**src/quadrature_sine_oscillator_defines.svh**
```systemverilog
// Assertion helpers used by the oscillator RTL.
`ifndef QUADRATURE_SINE_OSCILLATOR_DEFINES_SVH
`define QUADRATURE_SINE_OSCILLATOR_DEFINES_SVH

// Same-cycle implication, disabled while reset is held.
`define QSO_ASSERT_NOW(label, ante, cons) \
  label: assert property (@(posedge clk) disable iff (!rst_n) (ante) |-> (cons)) \
    else $error("qso: same-cycle check failed");

// Next-cycle implication, disabled while reset is held.
`define QSO_ASSERT_NEXT(label, ante, cons) \
  label: assert property (@(posedge clk) disable iff (!rst_n) (ante) |=> (cons)) \
    else $error("qso: next-cycle check failed");

`endif

```
**src/qso_pkg.sv**
```systemverilog
package qso_pkg;

  localparam int COEFF_FRAC_BITS = 30;
  localparam int SAMPLE_BITS     = 16;
  localparam int OUT_BITS        = SAMPLE_BITS + 2;
  localparam int PH_W            = 32;
  localparam int PROD_W          = 2 * PH_W;
  localparam int ACC_W           = PROD_W + 1;
  localparam int IN_TDATA_W      = 8;
  localparam int OUT_TDATA_W     = ((OUT_BITS + 7) / 8) * 8;
  localparam int CFG_IDX_W       = 3;

  localparam logic signed [ACC_W-1:0] ACC_HALF = ACC_W'(2 ** (COEFF_FRAC_BITS - 1));
  localparam logic signed [ACC_W-1:0] ACC_PMAX =
    {{(ACC_W - PH_W + 1){1'b0}}, {(PH_W - 1){1'b1}}};
  localparam logic signed [ACC_W-1:0] ACC_PMIN =
    {{(ACC_W - PH_W + 1){1'b1}}, {(PH_W - 1){1'b0}}};
  localparam logic signed [ACC_W-1:0] ACC_OMAX =
    {{(ACC_W - OUT_BITS + 1){1'b0}}, {(OUT_BITS - 1){1'b1}}};
  localparam logic signed [ACC_W-1:0] ACC_OMIN =
    {{(ACC_W - OUT_BITS + 1){1'b1}}, {(OUT_BITS - 1){1'b0}}};

  typedef enum logic [CFG_IDX_W-1:0] {
    REG_ROT_COS   = 3'd0,
    REG_ROT_SIN   = 3'd1,
    REG_START_X   = 3'd2,
    REG_START_Y   = 3'd3,
    REG_DC_OFFSET = 3'd4,
    REG_AMPLITUDE = 3'd5
  } cfg_reg_t;

  typedef enum logic [2:0] {
    ST_IDLE,
    ST_CX,
    ST_SY,
    ST_CY,
    ST_SX,
    ST_AM,
    ST_OUT
  } state_t;

  // Scale down by the fraction bits (rounding already folded into v),
  // then saturate to the phasor range.
  function automatic logic signed [PH_W-1:0] shift_sat(input logic signed [ACC_W-1:0] v);
    logic signed [ACC_W-1:0] sh;
    sh = v >>> COEFF_FRAC_BITS;
    if (sh > ACC_PMAX) begin
      shift_sat = ACC_PMAX[PH_W-1:0];
    end else if (sh < ACC_PMIN) begin
      shift_sat = ACC_PMIN[PH_W-1:0];
    end else begin
      shift_sat = sh[PH_W-1:0];
    end
  endfunction

endpackage

```
**src/quadrature_sine_oscillator.sv**
```systemverilog
// Quadrature sine oscillator. A phasor (x, y) in Q2.30 is rotated once per
// input transaction by the programmed cos/sin step, and each transaction
// yields one sample: dc_offset + x' * amplitude (rounded, saturated to 18 bits).
// Setting restart (in_tdata[0]) reloads the phasor from start_x/start_y before
// the rotation; after reset the phasor is zero, so the first transaction should
// restart. All five products go through one 32x32 multiplier in turn, so each
// transaction passes the accept state, the multiplier states CX, SY, CY, SX and
// AM, and the output state; in_tready comes back only on the return to idle.
// A sample still held in the output register stretches the output state until
// it is taken. A new transaction may be accepted while a sample waits. The
// configuration port is always ready; write it only while the block is idle.
module quadrature_sine_oscillator (
  input  logic                                   clk,
  input  logic                                   rst_n,
  // in_tdata: [0] restart, rest zero
  input  logic                                   in_tvalid,
  output logic                                   in_tready,
  input  logic [qso_pkg::IN_TDATA_W-1:0]         in_tdata,
  // out_tdata: [17:0] sample (signed), rest zero
  output logic                                   out_tvalid,
  input  logic                                   out_tready,
  output logic [qso_pkg::OUT_TDATA_W-1:0]        out_tdata,
  input  logic                                   cfg_valid,
  output logic                                   cfg_ready,
  input  logic [qso_pkg::CFG_IDX_W-1:0]          cfg_index,
  input  logic [qso_pkg::PH_W-1:0]               cfg_data
);

  `include "quadrature_sine_oscillator_defines.svh"

  // Configuration registers
  logic signed [qso_pkg::PH_W-1:0]        rot_cos_r, rot_sin_r, start_x_r, start_y_r;
  logic signed [qso_pkg::SAMPLE_BITS-1:0] dc_offset_r;
  logic [qso_pkg::SAMPLE_BITS-1:0]        amplitude_r;

  // Sequencer and datapath
  qso_pkg::state_t                        state_r, state_nxt;
  logic signed [qso_pkg::PH_W-1:0]        x_r, y_r, nx_r;
  logic signed [qso_pkg::ACC_W-1:0]       acc_r;
  logic signed [qso_pkg::PH_W-1:0]        mul_a, mul_b;
  logic signed [qso_pkg::PROD_W-1:0]      prod_r;
  logic signed [qso_pkg::ACC_W-1:0]       prod_ext;
  logic signed [qso_pkg::ACC_W-1:0]       samp_sum;
  logic signed [qso_pkg::OUT_BITS-1:0]    samp_sat;
  logic                                   out_tvalid_r;
  logic signed [qso_pkg::OUT_BITS-1:0]    out_sample_r;
  logic                                   in_acc;
  logic                                   out_load;

  assign cfg_ready = 1'b1;
  assign in_acc    = in_tvalid && in_tready;
  assign prod_ext  = qso_pkg::ACC_W'(prod_r);

  // Output load: in the output state with the slot either empty or being drained this cycle.
  assign out_load  = (state_r == qso_pkg::ST_OUT) && (!out_tvalid_r || out_tready);

  always_ff @(posedge clk) begin
    if (!rst_n) begin
      rot_cos_r   <= qso_pkg::PH_W'(2 ** qso_pkg::COEFF_FRAC_BITS);
      rot_sin_r   <= '0;
      start_x_r   <= qso_pkg::PH_W'(2 ** qso_pkg::COEFF_FRAC_BITS);
      start_y_r   <= '0;
      dc_offset_r <= '0;
      amplitude_r <= '0;
    end else if (cfg_valid && cfg_ready) begin
      unique case (cfg_index)
        qso_pkg::REG_ROT_COS:   rot_cos_r   <= cfg_data;
        qso_pkg::REG_ROT_SIN:   rot_sin_r   <= cfg_data;
        qso_pkg::REG_START_X:   start_x_r   <= cfg_data;
        qso_pkg::REG_START_Y:   start_y_r   <= cfg_data;
        qso_pkg::REG_DC_OFFSET: dc_offset_r <= cfg_data[qso_pkg::SAMPLE_BITS-1:0];
        qso_pkg::REG_AMPLITUDE: amplitude_r <= cfg_data[qso_pkg::SAMPLE_BITS-1:0];
        default: ;
      endcase
    end
  end

  // Next state
  always_comb begin
    state_nxt = state_r;
    unique case (state_r)
      qso_pkg::ST_IDLE: if (in_acc) state_nxt = qso_pkg::ST_CX;
      qso_pkg::ST_CX:   state_nxt = qso_pkg::ST_SY;
      qso_pkg::ST_SY:   state_nxt = qso_pkg::ST_CY;
      qso_pkg::ST_CY:   state_nxt = qso_pkg::ST_SX;
      qso_pkg::ST_SX:   state_nxt = qso_pkg::ST_AM;
      qso_pkg::ST_AM:   state_nxt = qso_pkg::ST_OUT;
      qso_pkg::ST_OUT:  if (out_load) state_nxt = qso_pkg::ST_IDLE;
      default:          state_nxt = qso_pkg::ST_IDLE;
    endcase
  end

  // Sequencer outputs: handshake and multiplier operand select.
  // Product of a state appears in prod_r during the following state.
  always_comb begin
    in_tready = 1'b0;
    mul_a     = rot_cos_r;
    mul_b     = x_r;
    unique case (state_r)
      qso_pkg::ST_IDLE: in_tready = 1'b1;
      qso_pkg::ST_CX: begin
        mul_a = rot_cos_r;
        mul_b = x_r;
      end
      qso_pkg::ST_SY: begin
        mul_a = rot_sin_r;
        mul_b = y_r;
      end
      qso_pkg::ST_CY: begin
        mul_a = rot_cos_r;
        mul_b = y_r;
      end
      qso_pkg::ST_SX: begin
        mul_a = rot_sin_r;
        mul_b = x_r;
      end
      // Operands held through the output step so x'*amp stays put while stalled
      qso_pkg::ST_AM, qso_pkg::ST_OUT: begin
        mul_a = nx_r;
        mul_b = qso_pkg::PH_W'(amplitude_r);  // zero-extended, stays positive
      end
      default: ;
    endcase
  end

  qso_mul u_mul (
    .clk (clk),
    .a   (mul_a),
    .b   (mul_b),
    .p_r (prod_r)
  );

  // Sample: round x'*amp by the fraction bits, add offset, saturate.
  assign samp_sum = ((prod_ext + qso_pkg::ACC_HALF) >>> qso_pkg::COEFF_FRAC_BITS)
                    + qso_pkg::ACC_W'(dc_offset_r);

  always_comb begin
    if (samp_sum > qso_pkg::ACC_OMAX) begin
      samp_sat = qso_pkg::ACC_OMAX[qso_pkg::OUT_BITS-1:0];
    end else if (samp_sum < qso_pkg::ACC_OMIN) begin
      samp_sat = qso_pkg::ACC_OMIN[qso_pkg::OUT_BITS-1:0];
    end else begin
      samp_sat = samp_sum[qso_pkg::OUT_BITS-1:0];
    end
  end

  always_ff @(posedge clk) begin
    if (!rst_n) begin
      state_r <= qso_pkg::ST_IDLE;
      x_r     <= '0;
      y_r     <= '0;
    end else begin
      state_r <= state_nxt;
      unique case (state_r)
        qso_pkg::ST_IDLE: begin
          if (in_acc && in_tdata[0]) begin
            x_r <= start_x_r;
            y_r <= start_y_r;
          end
        end
        qso_pkg::ST_AM: begin
          // prod_r = sin*x; y' = cos*y - sin*x
          x_r <= nx_r;
          y_r <= qso_pkg::shift_sat(acc_r - prod_ext);
        end
        default: ;
      endcase
    end
  end

  // Accumulator and x' hold payload only
  always_ff @(posedge clk) begin
    unique case (state_r)
      qso_pkg::ST_SY: acc_r <= prod_ext + qso_pkg::ACC_HALF;           // cos*x
      qso_pkg::ST_CY: nx_r  <= qso_pkg::shift_sat(acc_r + prod_ext);  // + sin*y
      qso_pkg::ST_SX: acc_r <= prod_ext + qso_pkg::ACC_HALF;           // cos*y
      default: ;
    endcase
  end

  always_ff @(posedge clk) begin
    if (!rst_n) begin
      out_tvalid_r <= 1'b0;
    end else if (out_load) begin
      out_tvalid_r <= 1'b1;
    end else if (out_tready) begin
      out_tvalid_r <= 1'b0;
    end
  end

  always_ff @(posedge clk) begin
    if (out_load) begin
      out_sample_r <= samp_sat;
    end
  end

  assign out_tvalid = out_tvalid_r;
  assign out_tdata  = qso_pkg::OUT_TDATA_W'($unsigned(out_sample_r));

  // Busy after every accepted transaction
  `QSO_ASSERT_NEXT(a_busy_after_accept, in_acc, !in_tready)
  // Restart loads the start phase
  `QSO_ASSERT_NEXT(a_restart_load, in_acc && in_tdata[0], x_r == $past(start_x_r))
  // Sequencer waits while the previous sample is still held
  `QSO_ASSERT_NEXT(a_hold_on_stall,
    state_r == qso_pkg::ST_OUT && out_tvalid_r && !out_tready, state_r == qso_pkg::ST_OUT)
  // A new sample only comes from the output step
  `QSO_ASSERT_NOW(a_valid_source, $rose(out_tvalid_r), $past(state_r) == qso_pkg::ST_OUT)

endmodule

```
**src/qso_mul.sv**
```systemverilog
// Shared signed multiplier, product registered.
module qso_mul (
  input  logic                                clk,
  input  logic signed [qso_pkg::PH_W-1:0]     a,
  input  logic signed [qso_pkg::PH_W-1:0]     b,
  output logic signed [qso_pkg::PROD_W-1:0]   p_r
);

  logic signed [qso_pkg::PROD_W-1:0] p_nxt;

  assign p_nxt = a * b;

  always_ff @(posedge clk) begin
    p_r <= p_nxt;
  end

endmodule
```
**config.mk**
```make
export PLATFORM = sky130hd
export DESIGN_NAME = quadrature_sine_oscillator
export DESIGN_NICKNAME = d
export VERILOG_FILES = /design/src/qso_pkg.sv /design/src/quadrature_sine_oscillator.sv /design/src/qso_mul.sv
export VERILOG_INCLUDE_DIRS = /design/src /design/src/src
export SDC_FILE = /design/constraint.sdc
export NUM_CORES = 2
export LEC_CHECK = 0
export BUFFER_PORTS_ARGS = -buffer_cell sky130_fd_sc_hd__buf_2
export CORE_ASPECT_RATIO = 0.9
export CORE_MARGIN = 2
export CORE_UTILIZATION = 65
export CTS_CLUSTER_DIAMETER = 150
export DETAILED_ROUTE_END_ITERATION = 10
export GPL_TIMING_DRIVEN = 0
export PLACE_DENSITY = 0.83
export SYNTH_ARGS = -nofsm -noshare
export SYNTH_HDL_FRONTEND = slang
export SYNTH_HIERARCHICAL = 1
export SYNTH_SLANG_ARGS = --single-unit
```
**constraint.sdc**
```tcl
create_clock -name clk -period 10.2 [get_ports clk]
set_clock_uncertainty 0.2 [all_clocks]
set_input_delay 1.02 -clock clk [delete_from_list [all_inputs] [get_ports clk]]
set_output_delay 1.02 -clock clk [all_outputs]
set_load 0.02 [all_outputs]
```
==> key figures <==
Route
  • Initial drt markers: 7125
  • Via count: 52510
  • 1st-pass router iterations: 6
  • Final WL: 217.0 mm
  • Via density: 6.260
  • DRC viols: 0
  • Antenna Violating Nets Remaining: 0
  • Wirelength per Cell: 25.88 um

GRT
  • Number of antenna violations at the first check in global routing: 17
  • Global Route Usage Sum: 0.4532
  • Global-route wire length before repair: 323.4 mm
  • Largest net degree at the start of global routing: 33
  • GR Overflow Total: 0
  • Vias in the first global route: 52750

Synth
  • Post-synth top flop: dfxtp_1
  • Sequential fraction of the synthesis area: 0.1516
  • Synth async-reset ratio: 0
  • Post-synth cell types: 106
  • Syn Area/Cell: 8.840 um^2
  • Ys Warns: 6
  • Mapped cell area: 61360 um^2
  • Gate Count Post-Synth: 6941
  • Post-synth EDFFs: 115
  • Synth Register Bits: 407

STA
  • Worst Hold Margin: 0.2549 ns
  • Final Hold Fails: 0
  • Worst setup margin: -0.04793 ns
  • Slew Viols, Final: 0
  • Fin crit period: 10.25 ns
  • Final Cycle Share: 1.005
  • RSZ-0062 raised after global routing: true
  • FMAX: 0.09758 GHz
  • Final setup fails: 1
  • Normalized max-slew margin: 0.1575
  • Slew @ Worst Pin: 1.258 ns

Clock network
  • CTS root buf: clkbuf_16
  • Clk sinks: 407
  • H-tree depth: 2
  • Clock Path Buffers: 3
  • Clock transition at path regs: 0.07 ns
  • Clock latency on the worst-skew pair: 0.57 ns
  • Hold Buf Count CTS: 0
  • CTS tree: done
  • Number of buffers created by CTS: 38

Finish
  • Fillers: 7231
  • Area taken by multi-input logic gates: 46530 um^2
  • Layout cells sized above 1: 0.07797
  • Final Instance Area: 66180 um^2
  • Register Area: 9299 um^2
  • Commonest non-fill, non-tap cell in the layout: inv_1
  • Nets: 8569
  • Layout area overhead: 7.853%
  • Post-layout util: 0.7098
  • Commonest cells after routing, fill and taps aside: inv_1, fa_1, nand2_1

Critical path
  • Worst Path Arrival: 10.47 ns
  • Crit path kind: reg -> reg
  • Delay of the slowest cell on the worst path: 0.62 ns
  • Crit-path slowest cell: fa_1
  • CP dominant cell by count: fa_1
  • Worst Setup End Kind: flip-flop
  • WP data required: 10.42 ns
  • Crit path launch type: flip-flop
  • Worst-path fanout max: 10

Power
  • VDD IR max: 0.1457 mV
  • Leak: 31.32 nW
  • Pwr/cell area: 88.75 nW/um^2

Outcome
  • Failing checks: negative setup slack
  • Status: finished, violations left

Floorplanning
  • Starting Density: 0.6581
  • Row count: 106
  • Die Width: 327.9 um
  • Placeable Area: 93240 um^2
  • I/O pins: 75
  • Die Y: 295.5 um
  • Die area: 96870 um^2

Place
  • Post-DP HPWL: 177.0 mm
  • Final Wtd Congestion: 1.093
  • Input/output buffers: 60
  • Cell Area, Placed: 63480 um^2

Flow run
  • Max-Cap Viols: 0

Hold path
  • Worst hold path type: reg -> reg
## worst paths after layout
| check | slack, ns | cells after the start | startpoint | end |
|---|---|---|---|---|
| max | -0.05 | 28 | state_r[1]$_SDFFE_PN0P_ | u_mul/p_r[48]$_DFF_P_ |
| min | 0.25 | 2 | start_x_r[11]$_SDFFE_PN0P_ | start_x_r[11]$_SDFFE_PN0P_ |
| max reg2reg | -0.05 | 28 | state_r[1]$_SDFFE_PN0P_ | u_mul/p_r[48]$_DFF_P_ |
| min reg2reg | 0.25 | 2 | start_x_r[11]$_SDFFE_PN0P_ | start_x_r[11]$_SDFFE_PN0P_ |
## worst max-delay path: cells and delay by family (launching register included)
kind | cells | cell delay [ns]
adders and majority gates | 9 | 4.76
AOI/OAI and AO/OA | 4 | 1.68
and+or+nand+nor | 6 | 1.32
buffers and inverters | 8 | 1.28
xor gates and xnor gates | 1 | 0.46
DFF | 1 | 0.38
## cells by family (layout without fill, tap and decap cells)
| family | after synthesis | in the layout | share of synthesized area |
|---|---|---|---|
| other | 2 | 35 | 0.0001224 |
| xor gates and xnor gates | 199 | 199 | 0.02841 |
| AOI/OAI and AO/OA | 1076 | 1076 | 0.1153 |
| adders and majority gates | 1430 | 1430 | 0.4241 |
| DFF | 407 | 407 | 0.1516 |
| and+or+nand+nor | 2116 | 2116 | 0.1636 |
| muxes | 91 | 91 | 0.01489 |
| buffers and inverters | 1620 | 1792 | 0.1020 |
## state kept, by name, indices dropped and copies added, names as in the netlist
name          count
acc_r            65
nx_r             32
start_x_r        32
state_r           3
rot_sin_r        32
x_r              32
u_mul/p_r        64
rot_cos_r        32
y_r              32
dc_offset_r      16
start_y_r        32
out_tvalid        1
out_sample_r     18
amplitude_r      16
## repair_timing
action | 4_1_cts | 5_1_grt
pin swaps | 1 | 15
buffers inserted | 5 | 26
setup endpoints to repair | 45 | 34
resized for setup | 252 | 220
endpoints found under the hold margin | 0 | 0
## final cells by class
type / count / area share
diodes: 28 / 0.001059
clock buffers: 55 / 0.01785
multi-input cells: 4919 / 0.7032
repair buffers: 110 / 0.01189
plain buffers: 394 / 0.03099
clock inverters: 12 / 0.001531
inverters: 1221 / 0.06948
flip-flops and latches: 407 / 0.1405
well taps: 1242 / 0.02348
## per-layer routing
metal	part of all wire	vias up	GRT usage	wire length, um
met2	0.41	3712	0.6374	88890
li1	-	22130	-	-
met3	0.14	813	0.1555	31100
met4	0.075	6	0.2739	16210
met1	0.37	25850	0.6053	80820
met5	0.00015	-	0	33
## cell usage after synthesis (9+ instances only)
master,number,area share
inv_1,1216,0.074
fa_1,1083,0.35
nand2_1,1038,0.064
and2_1,520,0.053
a21oi_1,394,0.032
ha_1,347,0.071
clkbuf_1,333,0.020
dfxtp_1,292,0.095
nor2_1,229,0.014
xnor2_1,155,0.022
edfxtp_1,115,0.056
o21ai_0,95,0.0077
mux2i_1,89,0.015
a21o_1,81,0.0099
a211oi_1,69,0.0084
a221oi_1,61,0.0087
nor3_1,61,0.0050
o21ai_1,51,0.0042
nand3_1,50,0.0041
nand4_1,47,0.0048
xor2_1,44,0.0063
nor2b_1,41,0.0042
o21bai_1,38,0.0046
o22ai_1,35,0.0036
buf_2,32,0.0026
o211ai_1,31,0.0038
o22a_1,31,0.0044
nand2b_1,29,0.0030
o31ai_1,22,0.0027
nor4_1,21,0.0021
o21a_1,19,0.0023
a22oi_1,18,0.0022
and3_1,18,0.0018
a31oi_1,17,0.0017
buf_4,14,0.0017
or3_1,14,0.0014
buf_6,11,0.0020
o2111ai_1,9,0.0013
## power breakdown
group          switching, mW  total (mW)  internal [mW]  leakage (nW)
Clock                  0.694        1.53          0.838         0.640
Combinational           1.70        2.47          0.773          27.3
Sequential            0.0864        1.87           1.79          3.43
Total                   2.48        5.87           3.40          31.3
## per-stage QoR
step / total power, mW / cells / setup slack, ns / TNS, ns
floorplan: 3.332 / 6946 / 1.172 / 0
global placement: 4.111 / 8248 / -2.526 / -83.06
detailed placement: 4.163 / 8267 / -1.945 / -55.29
CTS: 5.712 / 8337 / 0.009971 / 0
global route: 6.071 / 8362 / -0.04395 / -0.1489
finish: 5.873 / 8388 / -0.04793 / -0.04793
(Power assumes the default switching activity.)
